==> src/design/mt64_pkg.sv <==
// Shared types, constants and functions of the MT19937-64 generator.
`timescale 1ns / 1ps

package mt64_pkg;

    // Generator geometry.
    localparam int unsigned N_WORDS = 312;
    localparam int unsigned M_OFFSET = 156;
    localparam logic [8:0] LAST_INDEX = 9'd311;

    // Twist and seeding constants.
    localparam logic [63:0] TWIST_MATRIX = 64'hB5026F5AA96619E9;
    localparam logic [63:0] UPPER_MASK = 64'hFFFFFFFF80000000;
    localparam logic [63:0] LOWER_MASK = 64'h000000007FFFFFFF;
    localparam logic [63:0] LIN_MULT = 64'd6364136223846793005;
    localparam logic [63:0] ARR1_MULT = 64'd3935559000370003845;
    localparam logic [63:0] ARR2_MULT = 64'd2862933555777941757;
    localparam logic [63:0] ARRAY_BASE_SEED = 64'd19650218;
    localparam logic [63:0] SEED_RESET = 64'd5489;
    localparam logic [63:0] FINAL_WORD0 = 64'h8000000000000000;
    localparam logic [2:0] KEY_COUNT_RESET = 3'd4;
    localparam logic [63:0] KEY_RESET [4] = '{
        64'h12345, 64'h23456, 64'h34567, 64'h45678
    };

    // Configuration register indexes.
    typedef enum logic [2:0] {
        CFG_SEED_MODE  = 3'd0,
        CFG_SEED_VALUE = 3'd1,
        CFG_KEY_COUNT  = 3'd2,
        CFG_KEY_WORD0  = 3'd3,
        CFG_KEY_WORD1  = 3'd4,
        CFG_KEY_WORD2  = 3'd5,
        CFG_KEY_WORD3  = 3'd6,
        CFG_UNUSED     = 3'd7
    } cfg_idx_t;

    // Seeding phase: plain fill, base fill for array seeding, two array passes.
    typedef enum logic [1:0] {
        PH_LIN  = 2'd0,
        PH_PRE  = 2'd1,
        PH_ARR1 = 2'd2,
        PH_ARR2 = 2'd3
    } phase_t;

    // Store read address selection.
    typedef enum logic [1:0] {
        RD_SEED = 2'd0,
        RD_I    = 2'd1,
        RD_I1   = 2'd2,
        RD_IM   = 2'd3
    } rdsel_t;

    typedef enum logic [3:0] {
        ST_IDLE,
        ST_SEED_START,
        ST_SEED_READ,
        ST_MUL0,
        ST_MUL1,
        ST_MUL2,
        ST_SEED_WRITE,
        ST_SEED_FINAL,
        ST_DRAW_RD0,
        ST_DRAW_RD1,
        ST_DRAW_RD2,
        ST_DRAW_TWIST
    } state_t;

    // Commands from the controller to the datapath.
    typedef struct packed {
        logic       seed_start;
        logic       rd_en;
        rdsel_t     rd_sel;
        logic       mul_en;
        logic [1:0] mul_step;
        logic       seed_wr;
        phase_t     phase;
        logic       arr_init;
        logic       arr2_init;
        logic       final_wr;
        logic       seed_done;
        logic       cap_a;
        logic       cap_b;
        logic       twist;
    } dp_cmd_t;

    // Status from the datapath to the controller.
    typedef struct packed {
        logic cnt_last;
        logic seeded;
        logic seed_mode;
        logic out_full;
    } dp_status_t;

    // Output tempering.
    function automatic logic [63:0] temper(input logic [63:0] v);
        logic [63:0] x;
        x = v;
        x = x ^ ((x >> 29) & 64'h5555555555555555);
        x = x ^ ((x << 17) & 64'h71D67FFFEDA60000);
        x = x ^ ((x << 37) & 64'hFFF7EEE000000000);
        x = x ^ (x >> 43);
        return x;
    endfunction

endpackage

==> src/design/mt64_controller.sv <==
// Controller: sequences seeding and draws over the shared datapath.
`timescale 1ns / 1ps

module mt64_controller (
    input  logic                 clk,
    input  logic                 rst_n,
    input  logic                 in_valid,
    input  logic                 restart,
    output logic                 in_stall,
    input  mt64_pkg::dp_status_t status,
    output mt64_pkg::dp_cmd_t    cmd
);

    mt64_pkg::state_t state_reg, state_next;
    mt64_pkg::phase_t phase_reg, phase_next;

    always_ff @(posedge clk or negedge rst_n)
    begin
        if (!rst_n)
        begin
            state_reg <= mt64_pkg::ST_IDLE;
            phase_reg <= mt64_pkg::PH_LIN;
        end
        else
        begin
            state_reg <= state_next;
            phase_reg <= phase_next;
        end
    end

    // Next state and commands.
    always_comb
    begin
        state_next = state_reg;
        phase_next = phase_reg;
        cmd = '0;
        cmd.phase = phase_reg;
        cmd.rd_sel = mt64_pkg::RD_SEED;
        in_stall = 1'b1;
        unique case (state_reg)
            mt64_pkg::ST_IDLE:
            begin
                in_stall = 1'b0;
                if (in_valid)
                begin
                    if (restart || !status.seeded)
                        state_next = mt64_pkg::ST_SEED_START;
                    else
                        state_next = mt64_pkg::ST_DRAW_RD0;
                end
            end
            mt64_pkg::ST_SEED_START:
            begin
                cmd.seed_start = 1'b1;
                phase_next = status.seed_mode ? mt64_pkg::PH_PRE : mt64_pkg::PH_LIN;
                state_next = mt64_pkg::ST_MUL0;
            end
            mt64_pkg::ST_SEED_READ:
            begin
                cmd.rd_en = 1'b1;
                state_next = mt64_pkg::ST_MUL0;
            end
            mt64_pkg::ST_MUL0:
            begin
                cmd.mul_en = 1'b1;
                cmd.mul_step = 2'd0;
                state_next = mt64_pkg::ST_MUL1;
            end
            mt64_pkg::ST_MUL1:
            begin
                cmd.mul_en = 1'b1;
                cmd.mul_step = 2'd1;
                state_next = mt64_pkg::ST_MUL2;
            end
            mt64_pkg::ST_MUL2:
            begin
                cmd.mul_en = 1'b1;
                cmd.mul_step = 2'd2;
                state_next = mt64_pkg::ST_SEED_WRITE;
            end
            mt64_pkg::ST_SEED_WRITE:
            begin
                cmd.seed_wr = 1'b1;
                if (!status.cnt_last)
                begin
                    if (phase_reg == mt64_pkg::PH_LIN || phase_reg == mt64_pkg::PH_PRE)
                        state_next = mt64_pkg::ST_MUL0;
                    else
                        state_next = mt64_pkg::ST_SEED_READ;
                end
                else
                begin
                    unique case (phase_reg)
                        mt64_pkg::PH_LIN:
                        begin
                            cmd.seed_done = 1'b1;
                            state_next = mt64_pkg::ST_DRAW_RD0;
                        end
                        mt64_pkg::PH_PRE:
                        begin
                            cmd.arr_init = 1'b1;
                            phase_next = mt64_pkg::PH_ARR1;
                            state_next = mt64_pkg::ST_SEED_READ;
                        end
                        mt64_pkg::PH_ARR1:
                        begin
                            cmd.arr2_init = 1'b1;
                            phase_next = mt64_pkg::PH_ARR2;
                            state_next = mt64_pkg::ST_SEED_READ;
                        end
                        mt64_pkg::PH_ARR2:
                            state_next = mt64_pkg::ST_SEED_FINAL;
                        default:
                            state_next = mt64_pkg::ST_IDLE;
                    endcase
                end
            end
            mt64_pkg::ST_SEED_FINAL:
            begin
                cmd.final_wr = 1'b1;
                cmd.seed_done = 1'b1;
                state_next = mt64_pkg::ST_DRAW_RD0;
            end
            mt64_pkg::ST_DRAW_RD0:
            begin
                cmd.rd_en = 1'b1;
                cmd.rd_sel = mt64_pkg::RD_I;
                state_next = mt64_pkg::ST_DRAW_RD1;
            end
            mt64_pkg::ST_DRAW_RD1:
            begin
                cmd.rd_en = 1'b1;
                cmd.rd_sel = mt64_pkg::RD_I1;
                cmd.cap_a = 1'b1;
                state_next = mt64_pkg::ST_DRAW_RD2;
            end
            mt64_pkg::ST_DRAW_RD2:
            begin
                cmd.rd_en = 1'b1;
                cmd.rd_sel = mt64_pkg::RD_IM;
                cmd.cap_b = 1'b1;
                state_next = mt64_pkg::ST_DRAW_TWIST;
            end
            mt64_pkg::ST_DRAW_TWIST:
            begin
                if (!status.out_full)
                begin
                    cmd.twist = 1'b1;
                    state_next = mt64_pkg::ST_IDLE;
                end
            end
            default:
                state_next = mt64_pkg::ST_IDLE;
        endcase
    end

endmodule

==> config.mk <==
export PLATFORM = sky130hd
export DESIGN_NAME = mt64_controller
export DESIGN_NICKNAME = d
export VERILOG_FILES = /design/src/design/mt64_pkg.sv /design/src/design/mt64_controller.sv
export SDC_FILE = /design/constraint.sdc
export NUM_CORES = 1
export LEC_CHECK = 0
export BUFFER_PORTS_ARGS = -buffer_cell sky130_fd_sc_hd__buf_2
export CORE_AREA = 5 5 42 44
export CTS_BUF_LIST = sky130_fd_sc_hd__clkbuf_4
export CTS_CLUSTER_DIAMETER = 30
export CTS_CLUSTER_SIZE = 8
export DETAILED_ROUTE_END_ITERATION = 16
export DIE_AREA = 0 0 47 49
export PLACE_DENSITY = 0.74
export SLEW_MARGIN = 20
export SYNTH_ARGS = -nofsm -noshare
export SYNTH_HDL_FRONTEND = slang
export SYNTH_SLANG_ARGS = --single-unit
==> constraint.sdc <==
create_clock -name clk -period 2.1 [get_ports clk]
set_input_delay 0.21 -clock clk [delete_from_list [all_inputs] [get_ports clk]]
set_output_delay 0.21 -clock clk [all_outputs]
set_load 0.01 [all_outputs]
Word-level counts from Yosys, hierarchy flattened
Index checks and enable logic that the tools add are counted.
Operators by class
  mux-type cells: 29
  equal/unequal tests: 18
  reductions and logical operators: 11
Operators by type and width (count)
  one-hot mux 4 bit (11 select lines): 1
  == test 4 x 3 -> 1 bit, second input constant: 4
  == test 4 bit, second input constant: 4
  two-way mux 4 bit: 4
  two-way mux 1 bit: 15
  one-hot mux 4 bit (3 select lines): 1
  one-hot mux 3 bit (3 select lines): 1
  == test 4 x 2 -> 1 bit, second input constant: 2
  one-hot mux 2 bit (2 select lines): 2
  two-way mux 2 bit: 3
  inequality test 2 bit, second input constant: 3
  one-hot mux 2 bit (3 select lines): 1
  == test 2 bit, second input constant: 2
  == test 4 x 1 -> 1 bit, second input constant: 1
  logical NOT 4 bit: 1
  OR reduction 2 bit: 2
  OR reduction 4 bit: 1
  inequality test 3 x 2 -> 1 bit, second input constant: 1
  AND reduction 3 bit: 1
  == test 2 x 1 -> 1 bit, second input constant: 1
  logical NOT 2 bit: 1
  logical OR 1 bit: 2
  one-hot mux 1 bit (2 select lines): 1
  AND reduction 2 bit: 1
  2 further kinds: 2
Storage, ports and cells
  register bits after elaboration: 6
  logic and storage cells: 60

Logic depth before layout (Yosys ltp)
Gate-level depths: netlist (run 1).
  depth after elaboration: 5
  depth in mapped cells: 5
  depth with buffers taken out: 4

Least setup slack after synthesis (run 1)
No wires, ideal clock.
  kind: flip-flop to flip-flop
  start point: register state_reg[1]
  end point: register state_reg[0]
  stages on the path, launching flop included: 4
  data arrival time: 1.240 ns
  library setup time: 0.124 ns
  slack: 0.736 ns
  period minus slack after synthesis: 1.364 ns
  path buffers: 0
  cell sequence: dfrtp_1 > or4_4 > o22ai_2 > o21ai_1
On the way
  word-level cells in the longest chain between the ends: 3
  elaborated cells on any way between the ends: 17
  those cells by class: eq/ne (13); mux (1); reduce/logical (3)
Ends and longest elaborated chain
  start, declared: RTL line mt64_controller.sv:14  | mt64_pkg::state_t state_reg, state_next;
  start signal, assigned: RTL line mt64_controller.sv:21  | state_reg <= mt64_pkg::ST_IDLE;
  start signal, assigned: RTL line mt64_controller.sv:26  | state_reg <= state_next;
  == test 4 x 2 -> 1 bit (tied with other cells): RTL line mt64_controller.sv:40  | unique case (state_reg)
  OR reduction 2 bit (no line) or inequality test 2 bit (tied branches)
  one-hot mux 4 bit (11 select lines) or AND reduction 2 bit (tied branches)
Parallel ways exist; a longest one is shown, timed or not.
A chain may end at the register's enable or synchronous reset.

==> results.yml, run 1 <==
yosys:
  synth_top_area_cell: "dfrtp_1"
  yosysTopAreaCellShare_pct: 27.5
  syn-cell-area_sq_um: 546
  yosys-top-cells-area: "dfrtp_1 28%, nor2_1 6.9%, nand2b_1 4.6%"
  netlist_instances: 68
  syn_avg_cell_area_sq_um: 8.02
  synth_flop_cell: "dfrtp_1"
  synth_edf_count: 0
  synthArstFlopShare_pct: 100
  synth_fp_nets: 76
  synth_cell_type_count: 31
  synth-seq-cells: 6
  yosysSeqAreaShare_pct: 27.5
  ys_warn_count: 0
critical_path:
  worst_setup_path_start_kind: "flip-flop"
  r2r_slack_ns: 0.56
  path_max_fanout: 15
  critPathKind: "reg -> out"
  arrival_ns: 1.68
  worstPathRequired_ns: 1.89
  cp-end-kind: "output port"
  reg2reg_from: "state_reg[1]$_DFFE_PN0P_"
  crit_start: "state_reg[1]$_DFFE_PN0P_"
detailed_routing:
  ant_nets: 0
  drc_errors: 0
  dr.pass1.iters: 4
  drt_iter0_drc: 8
  wire_per_inst_microns: 12.6
  num_vias: 597
  drt_wl_total_microns: 1390
  viasPerCell: 5.43
die:
  die_width_microns: 47
  die_area_sq_um: 2300
  io_pins: 26
  die_y_microns: 49
  core_sq_um: 1400
  start_util_pct: 38.9
  placementRows: 14
clock_tree:
  cts_sinks: 6
  clk_latency_ns: 0.24
  cts_tree: "yes"
  numCtsBuffers: 3
  cts_root_buf: "clkbuf_4"
  clock_path_buffers: 2
  clkTransAtPathRegs_ns: 0.04
  h-tree-depth: 1
  postCtsSetupBuffers: 0
timing:
  fmax_mhz: 530
  tightestPinTransition_ns: 0.450
  setup_tns_ns: 0
  finClkSkew_ns: 0.00230
  finalCritPeriodShare_pct: 89.9
  timing_hold_violations_final: 0
  rsz0062_at_grt: "no"
  relSlewSlack_pct: 70.0
  slew_viol_final: 0
  final.min_clock_period_ns: 1.89
  setup_viol: 0
global_route:
  grt_start_max_net_pins: 16
  grt_pass1_vias: 557
  grt_pass1_wl_microns: 2380
  grt_use_total_pct: 13.7
  grt_use_met3_pct: 6.64
  use_met2_pct: 21.0
  antenna_found_initial: 0
  grt_overflow: 0
  grt.busiest_layer: "met2"
  grt_use_met1_pct: 17.7
final_layout:
  num_antenna_cells: 0
  fin_cells: 110
  drive_above_1_share_pct: 38.3
  largest_reg_flops: 4
  nets: 104
  fin_area_sq_um: 707
  final_common_cell: "buf_2"
  syn2layout_area_growth_pct: 29.6
  layout_common_cells: "25 x buf_2, 10 x nor2_1, 6 x nand2_1, 6 x dfrtp_1"
placement:
  routabilityCongestion: 0.740
  hpwl_microns: 1110
  postPlaceCellArea_sq_um: 674
  placedCellCount: 106
  io_buffers: 25
power:
  leakage_uw: 0.000340
  power.density_nw_per_um2: 1440
  power.total_uw: 1020
  peakVddDrop_uv: 837
min_path:
  hold_class: "in -> reg"
  hp-start: "status[0]"
flow_run:
  timing.max_cap.violations: 0
status:
  status: "finished clean"
[stage by stage]
step	worst slack, ns	util (%)	hold slack [ns]
3_3_place_gp	0.504	48.1	0.0339
2_1_floorplan	0.736	-	-0.0856
5_1_grt	0.0261	50.4	0.284
6_report	0.212	50.4	0.251
3_5_place_dp	0.471	48.1	0.0373
4_1_cts	0.198	50.4	0.248
[cells by family after synthesis]
logic type | synth area share [%]
AOI/OAI and AO/OA | 25.5
buffers and inverters | 6.42
muxes | 3.90
and+or+nand+nor | 36.7
DFF | 27.5
[metal layers]
layer  up-vias  share of wire (%)  routed length [microns]
met1       271                 41                      576
met3         0                9.9                      138
li1        302                  -                        -
met2        24                 49                      675
met4         0                  0                        0
met5         -                  0                        0
[final cells by class]
type | count | area [sq um]
multi-input cells | 55 | 360
repair buffers | 27 | 143
clock buffers | 3 | 22.5
inverters | 3 | 11.3
flip-flops and latches | 6 | 150
well taps | 16 | 20.0
fillers | 143 | 694
[what timing repair did]
item	CTS	global route
setup endpoints to repair	0	0
hold endpoints to repair	6	0
gates resized for setup	0	0
hold buffers	1	0
[worst paths after layout]
kind,endpoint,cells after the start
worst max-delay path,cmd[12],4
worst min-delay path,state_reg[3]$_DFFE_PN0P_,3
min in group asynchronous,state_reg[0]$_DFFE_PN0P_,2
worst max register to register,state_reg[0]$_DFFE_PN0P_,3
worst min register to register,state_reg[2]$_DFFE_PN0P_,2
max in group asynchronous,state_reg[2]$_DFFE_PN0P_,2
[Yosys cell counts (all sizes together), types with 2 or more instances]
cell / instances
nor2: 11
dfrtp: 6
nand2: 6
nand2b: 5
a21oi: 4
o21ai: 4
a31oi: 3
buf: 3
inv: 3
nand3: 3
nor3: 3
nor2b: 2
o22ai: 2
[worst max-delay path, stage by stage (launching register included)]
cell and delay (ns):
dfrtp_1 0.61, nand2_1 0.24, mux2_1 0.37, nor2_1 0.09, buf_2 0.13
[power breakdown]
part           switching (uW)  internal (uW)
clock                    39.1           64.5
sequential                133            169
combinational             326            288
total                     498            522
(Power assumes the default switching activity.)
==> run 2, diff against run 1 <==
--- a/config.mk
+++ b/config.mk
@@ -6,13 +6,15 @@
 export NUM_CORES = 1
 export LEC_CHECK = 0
 export BUFFER_PORTS_ARGS = -buffer_cell sky130_fd_sc_hd__buf_2
-export CORE_AREA = 5 5 42 44
+export CELL_PAD_IN_SITES_DETAIL_PLACEMENT = 1
+export CELL_PAD_IN_SITES_GLOBAL_PLACEMENT = 1
+export CORE_MARGIN = 5
+export CORE_UTILIZATION = 35
 export CTS_BUF_LIST = sky130_fd_sc_hd__clkbuf_4
 export CTS_CLUSTER_DIAMETER = 30
 export CTS_CLUSTER_SIZE = 8
 export DETAILED_ROUTE_END_ITERATION = 16
-export DIE_AREA = 0 0 47 49
-export PLACE_DENSITY = 0.74
+export PLACE_DENSITY = 0.88
 export SLEW_MARGIN = 20
 export SYNTH_ARGS = -nofsm -noshare
 export SYNTH_HDL_FRONTEND = slang
==> run 2 against run 1 <==
Die area grew 6.3%. First-iteration DRC count unchanged. Hold slack gained 0.0091 ns. Power increased by 1.7%. Highest routed layer unchanged.
==> results.yml, run 2 (synthesis results as in run 1) <==
die:
  io_pins: 26
  start_util_pct: 36.6
  die_area_sq_um: 2450
  placementRows: 14
  core_sq_um: 1490
  die_y_microns: 49.5
  die_width_microns: 49.5
clock_tree:
  clk_latency_ns: 0.25
  clock_path_buffers: 2
  cts_tree: "yes"
  cts_root_buf: "clkbuf_4"
  clkTransAtPathRegs_ns: 0.05
  h-tree-depth: 1
  numCtsBuffers: 3
  cts_sinks: 6
  cts_resized: 0
  postCtsSetupBuffers: 0
critical_path:
  worstPathRequired_ns: 1.89
  arrival_ns: 1.72
  worst_setup_path_start_kind: "flip-flop"
  path_max_fanout: 15
  critPathKind: "reg -> out"
  cp-end-kind: "output port"
timing:
  hold_slack_ns: 0.260
  setup_viol: 0
  tightestPinTransition_ns: 0.449
  timing_hold_violations_final: 0
  rsz0062_at_grt: "no"
  fmax_mhz: 519
  slew_viol_final: 0
  setup_tns_ns: 0
  final.min_clock_period_ns: 1.93
  relSlewSlack_pct: 70.0
  finClkSkew_ns: 0.00689
  finalCritPeriodShare_pct: 91.7
power:
  leakage_uw: 0.000340
  power.density_nw_per_um2: 1470
  peakVddDrop_uv: 618
flow_run:
  timing.max_cap.violations: 0
final_layout:
  layout_common_cells: "25 x buf_2, 10 x nor2_1, 6 x nand2_1, 6 x dfrtp_1"
  largest_reg_flops: 4
  final_common_cell: "buf_2"
  nets: 104
  num_antenna_cells: 0
  drive_above_1_share_pct: 38.3
  syn2layout_area_growth_pct: 29.6
min_path:
  hold_class: "in -> reg"
detailed_routing:
  ant_nets: 0
  wire_per_inst_microns: 15.3
  num_vias: 601
  drt_wl_total_microns: 1680
  drc_errors: 0
  viasPerCell: 5.46
  drt_iter0_drc: 8
  dr.pass1.iters: 4
global_route:
  grt_pass1_vias: 634
  grt_use_total_pct: 15.0
  grt_start_max_net_pins: 16
  grt_pass1_wl_microns: 2920
  antenna_found_initial: 0
  grt_overflow: 0
status:
  status: "finished clean"
placement:
  hpwl_microns: 1390
  io_buffers: 25
  routabilityCongestion: 0.806
run 2: worst paths after layout:
check	from	to	slack, ns	cells after the start
min in group asynchronous	rst_n	state_reg[3]$_DFFE_PN0P_	0.32	2
hold / removal	status[0]	state_reg[3]$_DFFE_PN0P_	0.26	3
hold reg to reg	state_reg[3]$_DFFE_PN0P_	state_reg[2]$_DFFE_PN0P_	0.62	1
setup / recovery	state_reg[1]$_DFFE_PN0P_	cmd[12]	0.17	4
max in group asynchronous	rst_n	phase_reg[0]$_DFFE_PN0P_	1.63	2
setup reg to reg	state_reg[1]$_DFFE_PN0P_	state_reg[0]$_DFFE_PN0P_	0.56	3
run 2: layout make-up:
| cell class | instances | area [sq um] |
|---|---|---|
| timing repair buffer | 27 | 143 |
| clock buffer | 3 | 22.5 |
| multi-input combinational | 55 | 360 |
| inverter | 3 | 11.3 |
| tap | 16 | 20.0 |
| sequential | 6 | 150 |
| fill | 189 | 782 |
run 2: critical path: stages (launching register included):
cell and delay [ns]:
dfrtp_1 0.61, nand2_1 0.24, mux2_1 0.37, nor2_1 0.10, buf_2 0.14
run 2: where the power goes:
| part | internal [uW] | total [uW] | switching (uW) |
|---|---|---|---|
| Combinational | 288 | 623 | 335 |
| Sequential | 169 | 307 | 138 |
| Clock | 64.7 | 108 | 43.0 |
| Total | 522 | 1040 | 516 |
run 2: layer usage:
layer	wire length, microns	global-route usage (%)	up-vias
li1	-	-	296
met2	904	28.8	18
met1	685	16.3	287
met5	0	0	-
met4	0	0	0
met3	93	6.02	0
run 2: metrics by stage:
| stage | cells | setup WS (ns) | cell area, sq um | utilization (%) | total power [uW] |
|---|---|---|---|---|---|
| finish | 110 | 0.174 | 707 | 47.5 | 1040 |
| global placement | 106 | 0.499 | 674 | 45.3 | 915 |
| global route | 110 | 0.00256 | 707 | 47.5 | 1140 |
| detailed placement | 106 | 0.409 | 674 | 45.3 | 943 |
| floorplan | 68 | 0.736 | 546 | - | 745 |
| CTS | 110 | 0.145 | 707 | 47.5 | 1060 |
run 2: what timing repair did:
action | 4_1_cts | 5_1_grt
endpoints found under the setup margin | 0 | 0
hold buffers | 1 | 0
hold endpoints to repair | 6 | 0
